### src/rtl/dap_pkg.sv
// Shared constants and codes for the antialiased disc alpha pipeline.
package dap_pkg;

  localparam int LOG2_MAX_SIZE_DEF     = 9;
  localparam int DIST_FRAC_BITS_DEF    = 8;
  localparam int SQRT_STEPS_PER_STAGE  = 4;
  localparam int ALPHA_W               = 8;
  localparam int DIV_STAGES            = 2;
  localparam int DIV_STEPS             = ALPHA_W / DIV_STAGES;
  localparam int RF_W                  = 16;
  localparam logic [RF_W-1:0] RADIUS_FRACTION_RESET = 16'd55706;
  localparam logic [ALPHA_W-1:0] ALPHA_FULL = 8'd255;
  localparam logic [ALPHA_W-1:0] ALPHA_NONE = 8'd0;

  typedef enum logic [1:0] {
    ZONE_OUT   = 2'd0,
    ZONE_FULL  = 2'd1,
    ZONE_RIM   = 2'd2,
    ZONE_SMALL = 2'd3
  } zone_t;

endpackage

### src/rtl/dap_front.sv
// Front stage: level clamp, coordinate wrap, squared distance and radius.
module dap_front #(
  parameter int LOG2_MAX_SIZE  = dap_pkg::LOG2_MAX_SIZE_DEF,
  parameter int DIST_FRAC_BITS = dap_pkg::DIST_FRAC_BITS_DEF,
  parameter int RAD_W          = 2 * (LOG2_MAX_SIZE + DIST_FRAC_BITS + 2),
  parameter int RADIUS_W       = LOG2_MAX_SIZE + DIST_FRAC_BITS
) (
  input  logic                     clk,
  input  logic                     rst_n,
  input  logic                     en,
  input  logic                     in_valid,
  input  logic [8:0]               in_pixel_x,
  input  logic [8:0]               in_pixel_y,
  input  logic [3:0]               in_size_level,
  input  logic [dap_pkg::RF_W-1:0] radius_fraction,
  output logic                     valid_r,
  output logic [RAD_W-1:0]         radicand_r,
  output logic [RADIUS_W-1:0]      radius_r
);

  localparam int EW    = LOG2_MAX_SIZE + 11;
  localparam int OFF_W = LOG2_MAX_SIZE + 1;
  localparam int SUM_W = 2 * OFF_W + 1;
  localparam int PR_W  = dap_pkg::RF_W + LOG2_MAX_SIZE;
  localparam logic [3:0] LVL_MAX = 4'(LOG2_MAX_SIZE);

  logic [3:0]          lvl;
  logic [EW-1:0]       size;
  logic [EW-1:0]       cx;
  logic [EW-1:0]       cy;
  logic [EW-1:0]       tx;
  logic [EW-1:0]       ty;
  logic [OFF_W-1:0]    dx;
  logic [OFF_W-1:0]    dy;
  logic [SUM_W-1:0]    sum;
  logic [PR_W-1:0]     scaled;
  logic [RAD_W-1:0]    radicand_nxt;
  logic [RADIUS_W-1:0] radius_nxt;

  always_comb begin
    lvl  = (in_size_level > LVL_MAX) ? LVL_MAX : in_size_level;
    size = EW'(1) << lvl;
    cx   = EW'(in_pixel_x) & (size - EW'(1));
    cy   = EW'(in_pixel_y) & (size - EW'(1));
    tx   = (cx << 1) + EW'(1);
    ty   = (cy << 1) + EW'(1);
    dx   = OFF_W'((tx >= size) ? (tx - size) : (size - tx));
    dy   = OFF_W'((ty >= size) ? (ty - size) : (size - ty));
    sum  = SUM_W'(dx * dx) + SUM_W'(dy * dy);
    radicand_nxt = RAD_W'(sum) << (2 * DIST_FRAC_BITS);
    scaled = PR_W'(radius_fraction) << lvl;
    radius_nxt = RADIUS_W'(scaled >> (17 - DIST_FRAC_BITS))
               + (RADIUS_W'(1) << (DIST_FRAC_BITS - 1));
  end

  always_ff @(posedge clk) begin
    if (!rst_n) begin
      valid_r <= 1'b0;
    end else if (en) begin
      valid_r <= in_valid;
    end
  end

  always_ff @(posedge clk) begin
    if (en) begin
      radicand_r <= radicand_nxt;
      radius_r   <= radius_nxt;
    end
  end

endmodule

### src/rtl/dap_sqrt_stage.sv
// Square root stage: a few digit-by-digit root steps, two radicand bits each.
module dap_sqrt_stage #(
  parameter int ROOT_W = 19,
  parameter int STEPS  = 4,
  parameter int SIDE_W = 17
) (
  input  logic                clk,
  input  logic                rst_n,
  input  logic                en,
  input  logic                in_valid,
  input  logic [2*ROOT_W-1:0] in_rad,
  input  logic [ROOT_W+1:0]   in_rem,
  input  logic [ROOT_W-1:0]   in_root,
  input  logic [SIDE_W-1:0]   in_side,
  output logic                valid_r,
  output logic [2*ROOT_W-1:0] rad_r,
  output logic [ROOT_W+1:0]   rem_r,
  output logic [ROOT_W-1:0]   root_r,
  output logic [SIDE_W-1:0]   side_r
);

  localparam int RAD_W = 2 * ROOT_W;
  localparam int REM_W = ROOT_W + 2;

  logic [RAD_W-1:0]  rad_nxt;
  logic [REM_W-1:0]  rem_nxt;
  logic [ROOT_W-1:0] root_nxt;

  always_comb begin
    logic [REM_W-1:0] sh;
    logic [REM_W-1:0] trial;
    rad_nxt  = in_rad;
    rem_nxt  = in_rem;
    root_nxt = in_root;
    for (int i = 0; i < STEPS; i++) begin
      sh    = {rem_nxt[REM_W-3:0], rad_nxt[RAD_W-1:RAD_W-2]};
      trial = {root_nxt, 2'b01};
      rad_nxt = rad_nxt << 2;
      if (sh >= trial) begin
        rem_nxt  = sh - trial;
        root_nxt = {root_nxt[ROOT_W-2:0], 1'b1};
      end else begin
        rem_nxt  = sh;
        root_nxt = {root_nxt[ROOT_W-2:0], 1'b0};
      end
    end
  end

  always_ff @(posedge clk) begin
    if (!rst_n) begin
      valid_r <= 1'b0;
    end else if (en) begin
      valid_r <= in_valid;
    end
  end

  always_ff @(posedge clk) begin
    if (en) begin
      rad_r  <= rad_nxt;
      rem_r  <= rem_nxt;
      root_r <= root_nxt;
      side_r <= in_side;
    end
  end

endmodule

### src/rtl/dap_div_stage.sv
// Divider stage: restoring long-division steps for the small-disc alpha.
module dap_div_stage #(
  parameter int DV_W   = 8,
  parameter int STEPS  = 4,
  parameter int SIDE_W = 10
) (
  input  logic                        clk,
  input  logic                        rst_n,
  input  logic                        en,
  input  logic                        in_valid,
  input  logic [DV_W-1:0]             in_rem,
  input  logic [dap_pkg::ALPHA_W-1:0] in_low,
  input  logic [dap_pkg::ALPHA_W-1:0] in_quot,
  input  logic [DV_W-1:0]             in_dvs,
  input  logic [SIDE_W-1:0]           in_side,
  output logic                        valid_r,
  output logic [DV_W-1:0]             rem_r,
  output logic [dap_pkg::ALPHA_W-1:0] low_r,
  output logic [dap_pkg::ALPHA_W-1:0] quot_r,
  output logic [DV_W-1:0]             dvs_r,
  output logic [SIDE_W-1:0]           side_r
);

  localparam int AW = dap_pkg::ALPHA_W;

  logic [DV_W-1:0] rem_nxt;
  logic [AW-1:0]   low_nxt;
  logic [AW-1:0]   quot_nxt;

  always_comb begin
    logic [DV_W:0] t;
    rem_nxt  = in_rem;
    low_nxt  = in_low;
    quot_nxt = in_quot;
    for (int i = 0; i < STEPS; i++) begin
      t       = {rem_nxt, low_nxt[AW-1]};
      low_nxt = low_nxt << 1;
      if (t >= {1'b0, in_dvs}) begin
        rem_nxt  = DV_W'(t - {1'b0, in_dvs});
        quot_nxt = {quot_nxt[AW-2:0], 1'b1};
      end else begin
        rem_nxt  = t[DV_W-1:0];
        quot_nxt = {quot_nxt[AW-2:0], 1'b0};
      end
    end
  end

  always_ff @(posedge clk) begin
    if (!rst_n) begin
      valid_r <= 1'b0;
    end else if (en) begin
      valid_r <= in_valid;
    end
  end

  always_ff @(posedge clk) begin
    if (en) begin
      rem_r  <= rem_nxt;
      low_r  <= low_nxt;
      quot_r <= quot_nxt;
      dvs_r  <= in_dvs;
      side_r <= in_side;
    end
  end

endmodule

### src/rtl/antialiased_disc_alpha.sv
// Top level: antialiased disc coverage alpha, one pixel per cycle while not stalled.
//
//   channel | direction | ports                                    | transfer
//   in      | input     | in_pixel_x, in_pixel_y, in_size_level    | in_valid & !in_stall
//   out     | output    | out_alpha                                | out_valid & !out_stall
//   cfg     | input     | cfg_wr_data (radius_fraction)            | cfg_wr_en
//
// One pixel enters per cycle while in_stall is low; the registers are the front stage, the square root
// stages at up to four root bits each, the alpha register, the divider stages and the output register.
// Reset clears all valid bits and loads radius_fraction with its default.
// A stalled output freezes every stage together; in_stall follows out_stall
// while the output register holds a result.
module antialiased_disc_alpha #(
  parameter int LOG2_MAX_SIZE  = dap_pkg::LOG2_MAX_SIZE_DEF,
  parameter int DIST_FRAC_BITS = dap_pkg::DIST_FRAC_BITS_DEF
) (
  input  logic                        clk,
  input  logic                        rst_n,
  input  logic                        in_valid,
  output logic                        in_stall,
  input  logic [8:0]                  in_pixel_x,
  input  logic [8:0]                  in_pixel_y,
  input  logic [3:0]                  in_size_level,
  output logic                        out_valid,
  input  logic                        out_stall,
  output logic [dap_pkg::ALPHA_W-1:0] out_alpha,
  input  logic                        cfg_wr_en,
  input  logic [dap_pkg::RF_W-1:0]    cfg_wr_data
);

  localparam int F        = DIST_FRAC_BITS;
  localparam int AW       = dap_pkg::ALPHA_W;
  localparam int RW       = LOG2_MAX_SIZE + F + 2;
  localparam int RAD_W    = 2 * RW;
  localparam int REM_W    = RW + 2;
  localparam int RADIUS_W = LOG2_MAX_SIZE + F;
  localparam int SPS      = dap_pkg::SQRT_STEPS_PER_STAGE;
  localparam int N_SQ     = (RW + SPS - 1) / SPS;
  localparam int SIDE_W   = 2 + AW;

  logic                   adv;
  logic [dap_pkg::RF_W-1:0] radius_fraction_r;

  logic                   fr_valid;
  logic [RAD_W-1:0]       fr_rad;
  logic [RADIUS_W-1:0]    fr_radius;

  logic                   sq_valid [N_SQ+1];
  logic [RAD_W-1:0]       sq_rad   [N_SQ+1];
  logic [REM_W-1:0]       sq_rem   [N_SQ+1];
  logic [RW-1:0]          sq_root  [N_SQ+1];
  logic [RADIUS_W-1:0]    sq_side  [N_SQ+1];

  logic                   a_valid_r;
  logic [F-1:0]           a_rem_r;
  logic [AW-1:0]          a_low_r;
  logic [F-1:0]           a_dvs_r;
  logic [SIDE_W-1:0]      a_side_r;
  logic [F-1:0]           a_rem_nxt;
  logic [AW-1:0]          a_low_nxt;
  logic [F-1:0]           a_dvs_nxt;
  logic [SIDE_W-1:0]      a_side_nxt;

  logic                   dv_valid [dap_pkg::DIV_STAGES+1];
  logic [F-1:0]           dv_rem   [dap_pkg::DIV_STAGES+1];
  logic [AW-1:0]          dv_low   [dap_pkg::DIV_STAGES+1];
  logic [AW-1:0]          dv_quot  [dap_pkg::DIV_STAGES+1];
  logic [F-1:0]           dv_dvs   [dap_pkg::DIV_STAGES+1];
  logic [SIDE_W-1:0]      dv_side  [dap_pkg::DIV_STAGES+1];

  logic                   out_valid_r;
  logic [AW-1:0]          out_alpha_r;
  logic [AW-1:0]          out_alpha_nxt;
  dap_pkg::zone_t         fin_zone;

  assign adv       = !out_valid_r || !out_stall;
  assign in_stall  = !adv;
  assign out_valid = out_valid_r;
  assign out_alpha = out_alpha_r;

  always_ff @(posedge clk) begin
    if (!rst_n) begin
      radius_fraction_r <= dap_pkg::RADIUS_FRACTION_RESET;
    end else if (cfg_wr_en) begin
      radius_fraction_r <= cfg_wr_data;
    end
  end

  dap_front #(
    .LOG2_MAX_SIZE  (LOG2_MAX_SIZE),
    .DIST_FRAC_BITS (F),
    .RAD_W          (RAD_W),
    .RADIUS_W       (RADIUS_W)
  ) u_front (
    .clk             (clk),
    .rst_n           (rst_n),
    .en              (adv),
    .in_valid        (in_valid),
    .in_pixel_x      (in_pixel_x),
    .in_pixel_y      (in_pixel_y),
    .in_size_level   (in_size_level),
    .radius_fraction (radius_fraction_r),
    .valid_r         (fr_valid),
    .radicand_r      (fr_rad),
    .radius_r        (fr_radius)
  );

  assign sq_valid[0] = fr_valid;
  assign sq_rad[0]   = fr_rad;
  assign sq_rem[0]   = '0;
  assign sq_root[0]  = '0;
  assign sq_side[0]  = fr_radius;

  for (genvar g = 0; g < N_SQ; g++) begin : g_sqrt
    localparam int LEFT  = RW - g * SPS;
    localparam int STEPS = (LEFT < SPS) ? LEFT : SPS;
    dap_sqrt_stage #(
      .ROOT_W (RW),
      .STEPS  (STEPS),
      .SIDE_W (RADIUS_W)
    ) u_sq (
      .clk      (clk),
      .rst_n    (rst_n),
      .en       (adv),
      .in_valid (sq_valid[g]),
      .in_rad   (sq_rad[g]),
      .in_rem   (sq_rem[g]),
      .in_root  (sq_root[g]),
      .in_side  (sq_side[g]),
      .valid_r  (sq_valid[g+1]),
      .rad_r    (sq_rad[g+1]),
      .rem_r    (sq_rem[g+1]),
      .root_r   (sq_root[g+1]),
      .side_r   (sq_side[g+1])
    );
  end

  always_comb begin
    logic [RW-1:0]   root_dist;
    logic [RW-1:0]   rad;
    logic [RW-1:0]   one;
    logic [RW-1:0]   diff;
    logic [RW+7:0]   prod;
    dap_pkg::zone_t  zone;
    root_dist = {1'b0, sq_root[N_SQ][RW-1:1]};
    rad  = RW'(sq_side[N_SQ]);
    one  = RW'(1) << F;
    diff = (root_dist < rad) ? (rad - root_dist) : '0;
    prod = ((RW+8)'(diff) << 8) - (RW+8)'(diff);
    if (rad < one) begin
      zone = (root_dist >= rad) ? dap_pkg::ZONE_OUT : dap_pkg::ZONE_SMALL;
    end else if (root_dist < rad - one) begin
      zone = dap_pkg::ZONE_FULL;
    end else if (root_dist < rad) begin
      zone = dap_pkg::ZONE_RIM;
    end else begin
      zone = dap_pkg::ZONE_OUT;
    end
    a_rem_nxt  = prod[F+7:8];
    a_low_nxt  = prod[7:0];
    a_dvs_nxt  = sq_side[N_SQ][F-1:0];
    a_side_nxt = {zone, prod[F+7:F]};
  end

  always_ff @(posedge clk) begin
    if (!rst_n) begin
      a_valid_r <= 1'b0;
    end else if (adv) begin
      a_valid_r <= sq_valid[N_SQ];
    end
  end

  always_ff @(posedge clk) begin
    if (adv) begin
      a_rem_r  <= a_rem_nxt;
      a_low_r  <= a_low_nxt;
      a_dvs_r  <= a_dvs_nxt;
      a_side_r <= a_side_nxt;
    end
  end

  assign dv_valid[0] = a_valid_r;
  assign dv_rem[0]   = a_rem_r;
  assign dv_low[0]   = a_low_r;
  assign dv_quot[0]  = '0;
  assign dv_dvs[0]   = a_dvs_r;
  assign dv_side[0]  = a_side_r;

  for (genvar d = 0; d < dap_pkg::DIV_STAGES; d++) begin : g_div
    dap_div_stage #(
      .DV_W   (F),
      .STEPS  (dap_pkg::DIV_STEPS),
      .SIDE_W (SIDE_W)
    ) u_dv (
      .clk      (clk),
      .rst_n    (rst_n),
      .en       (adv),
      .in_valid (dv_valid[d]),
      .in_rem   (dv_rem[d]),
      .in_low   (dv_low[d]),
      .in_quot  (dv_quot[d]),
      .in_dvs   (dv_dvs[d]),
      .in_side  (dv_side[d]),
      .valid_r  (dv_valid[d+1]),
      .rem_r    (dv_rem[d+1]),
      .low_r    (dv_low[d+1]),
      .quot_r   (dv_quot[d+1]),
      .dvs_r    (dv_dvs[d+1]),
      .side_r   (dv_side[d+1])
    );
  end

  assign fin_zone = dap_pkg::zone_t'(dv_side[dap_pkg::DIV_STAGES][SIDE_W-1:AW]);

  always_comb begin
    case (fin_zone)
      dap_pkg::ZONE_FULL:  out_alpha_nxt = dap_pkg::ALPHA_FULL;
      dap_pkg::ZONE_RIM:   out_alpha_nxt = dv_side[dap_pkg::DIV_STAGES][AW-1:0];
      dap_pkg::ZONE_SMALL: out_alpha_nxt = dv_quot[dap_pkg::DIV_STAGES];
      default:             out_alpha_nxt = dap_pkg::ALPHA_NONE;
    endcase
  end

  always_ff @(posedge clk) begin
    if (!rst_n) begin
      out_valid_r <= 1'b0;
    end else if (adv) begin
      out_valid_r <= dv_valid[dap_pkg::DIV_STAGES];
    end
  end

  always_ff @(posedge clk) begin
    if (adv) begin
      out_alpha_r <= out_alpha_nxt;
    end
  end

endmodule

### config.mk
export PLATFORM = sky130hd
export DESIGN_NAME = antialiased_disc_alpha
export DESIGN_NICKNAME = d
export VERILOG_FILES = /design/src/rtl/dap_pkg.sv /design/src/rtl/dap_front.sv /design/src/rtl/dap_sqrt_stage.sv /design/src/rtl/dap_div_stage.sv /design/src/rtl/antialiased_disc_alpha.sv
export SDC_FILE = /design/constraint.sdc
export NUM_CORES = 2
export LEC_CHECK = 0
export ABC_AREA = 1
export BUFFER_PORTS_ARGS = -buffer_cell sky130_fd_sc_hd__buf_2
export CORE_UTILIZATION = 59
export DETAILED_ROUTE_END_ITERATION = 12
export MAX_ROUTING_LAYER = met4
export PLACE_DENSITY = 0.76
export SLEW_MARGIN = 20
export SYNTH_ARGS = -nofsm -noshare
export SYNTH_HDL_FRONTEND = slang
export SYNTH_SLANG_ARGS = --single-unit
### constraint.sdc
create_clock -name clk -period 11.7 [get_ports clk]
set_clock_uncertainty 0.2 [all_clocks]
set_input_delay 1.17 -clock clk [delete_from_list [all_inputs] [get_ports clk]]
set_output_delay 1.17 -clock clk [all_outputs]
set_load 0.1 [all_outputs]
==> results.toml <==
[status]
status = "finished clean"

[setup_path]
critPathBufInv = 11
crit_path_start_kind = "input port"
crit_type = "input port to flop"
crit_path_end_kind = "flop"
cp_max_fo = 14
crit_slowest_cell = "fa_1"
arrival_ps = 10890
slowest_delay_ps = 540
crit_family = "adder cells"
critPathRequiredTime_ps = 11810

[drt]
wirelength_mm = 86.8
drc = 0
first_pass_iters = 9
avgViaCountPerCell = 5.47
ant_nets = 0
wl_per_cell_um = 15.3
dr_total_vias = 31000
drtIter0Drc = 2124

[sta]
whs_ps = 202
max_freq_ghz = 0.0927
min_period_ps = 10780
tightest_slew_ps = 1060
slew_headroom = 0.293
hold_violations = 0
timing.final.crit_share = 0.922
fin_ws_ps = 915
rsz0062_at_grt = "false"
final-max-slew-violation-count = 0
finalSetupViolCount = 0
tns_ps = 0

[clocking]
clockBufferDepth = 3
hold_buffers = 0
cts.clk_slew.worst_paths_ps = 60
clock_latency_ps = 570
h-tree-depth = 2
postCtsResizedCells = 0
cts_tree = "built"
cts_root_buf = "clkbuf_16"
post-cts-setup-buffers = 0
cts-buffers-inserted = 43
clock-sinks = 384

[job]
max-cap-violations = 0

[placement]
gp_congestion = 0.981
dp.cells = 5588
hpwl_mm = 69.8
dp_slack_ps = 327
io_buffers = 52

[synthesis]
synth_edf_count = 358
synth_area_mm2 = 0.0371
syn_nets = 5311
netlist_instances = 4725
synth.yosys.seq_area_share = 0.304
synth_ff_type = "edfxtp_1"
yosys.cell_types.count = 64
ys_warn_count = 0
ys_ff_latch = 384
synth_top_area_cell = "edfxtp_1"
postSynthAreaPerCell_um2 = 7.85
ys_top_cells_by_area = "edfxtp_1, ha_1, nand2_1"
yosysTopAreaCellShare = 0.290
async_reset_ff_frac = 0

[die]
coreArea_mm2 = 0.0619
num_rows = 91
dieArea_mm2 = 0.0639
fp.dieW_um = 253
io_pins = 53
initial_core_util = 0.599
die_y_um = 253

[final_layout]
num_antenna_cells = 0
area_growth_syn_to_layout_pct = 7.32
nets = 5382
drive_gt1_frac = 0.0605
instances_no_fill = 5667

[global_route]
grt_start_max_net_pins = 87
track_usage = 0.286
grt_antenna_before_repair = 0
gr-total-overflow = 0
grt_pass1_vias = 30100
grt_pass1_wl_mm = 145

[worst_hold_path]
hp-class = "flop to flop"
==> worst paths after layout <==
path | endpoint | slack (ps) | depth (start not counted) | startpoint
max | u_front.radicand_r[36]$_DFFE_PN_ | 920 | 48 | in_size_level[3]
min | g_sqrt[1].u_sq.rad_r[37]$_DFFE_PN_ | 200 | 0 | g_sqrt[0].u_sq.rad_r[29]$_DFFE_PN_
max reg2reg | g_sqrt[3].u_sq.rem_r[18]$_DFFE_PN_ | 1640 | 56 | g_sqrt[2].u_sq.root_r[10]$_DFFE_PN_
min reg2reg | g_sqrt[1].u_sq.rad_r[37]$_DFFE_PN_ | 200 | 0 | g_sqrt[0].u_sq.rad_r[29]$_DFFE_PN_
==> metrics by stage <==
| stage | util | area, um^2 |
|---|---|---|
| after floorplan | - | 37100 |
| after global placement | 0.620 | 38400 |
| after detailed placement | 0.620 | 38400 |
| after CTS | 0.643 | 39800 |
| after global routing | 0.643 | 39800 |
| final | 0.643 | 39800 |
==> per-layer routing <==
metal / GRT usage / wire length [um]
met3: 0.0267 / 3870
met2: 0.484 / 41700
met4: 0.0824 / 2470
met5: - / 0
met1: 0.364 / 38700
==> sequential cells by signal, summed over array words and instances (netlist names), 2 cells and up <==
register,cells
g_sqrt.u_sq.rad_r,18
a_low_r,8
g_div.u_dv.valid_r,2
a_rem_r,7
g_div.u_dv.quot_r,12
g_sqrt.u_sq.root_r,58
a_side_r,3
radius_fraction_r,16
out_alpha,8
g_div.u_dv.rem_r,8
u_front.radicand_r,20
g_sqrt.u_sq.side_r,85
g_sqrt.u_sq.rem_r,74
a_dvs_r,8
g_div.u_dv.dvs_r,8
u_front.radius_r,17
g_div.u_dv.side_r,20
g_sqrt.u_sq.valid_r,5
g_div.u_dv.low_r,4
==> cells by family (layout without fill, tap and decap cells) <==
family | after synthesis | in the layout | synth area share
AOI/OAI and AO/OA | 751 | 751 | 0.112
muxes | 5 | 5 | 0.00138
xor gates and xnor gates | 239 | 239 | 0.0564
other | 1 | 1 | 0.000101
adders and majority gates | 543 | 543 | 0.213
and+or+nand+nor | 1923 | 1923 | 0.223
buffers and inverters | 879 | 984 | 0.0910
DFF | 384 | 384 | 0.304
==> cells in the final DEF, fill, tap and decap left out, drive strengths merged, types with 6 or more instances in the layout <==
cell type	instances
o211ai	16
dfxtp	26
nor3	46
inv	819
a21oi	278
a211oi	8
o21bai	37
nand2	1028
a21o	14
buf	89
fa	145
o31ai	10
xor2	162
xnor2	77
o22ai	6
edfxtp	358
clkinv	21
o21a	10
nand4	75
nand3	239
o21ai	332
or2	28
nor4	8
clkbuf	46
ha	398
nand3b	17
nor2	472
a31oi	10
==> worst reg2reg max path, delay by kind of cell (launching register included) <==
family          cells  cell delay [ps]
flops               1              420
buf+inv            10             1940
compound gates     25             4320
fa+ha+maj           4             1220
simple gates       17             1740
==> cells in the mapped netlist, types with 19 or more instances <==
library cell	count
nand2_1	998
inv_1	793
nor2_1	446
ha_1	398
edfxtp_1	358
o21ai_0	323
a21oi_1	277
nand3_1	223
xor2_1	162
fa_1	145
xnor2_1	77
nand4_1	75
clkbuf_1	46
nor3_1	46
o21bai_1	37
or2_2	28
dfxtp_1	26
nand2_2	26
inv_2	19
==> final cells by class <==
type / count / area, um^2
multi-input cells: 3462 / 22500
fillers: 5409 / 22100
flip-flops and latches: 384 / 11300
inverters: 816 / 3060
clock buffers: 46 / 1090
well taps: 837 / 1050
repair buffers: 89 / 538
clock inverters: 33 / 340
Power is not shown: default switching activity piles up to over one toggle a cycle in this logic, so the estimate is an artifact.
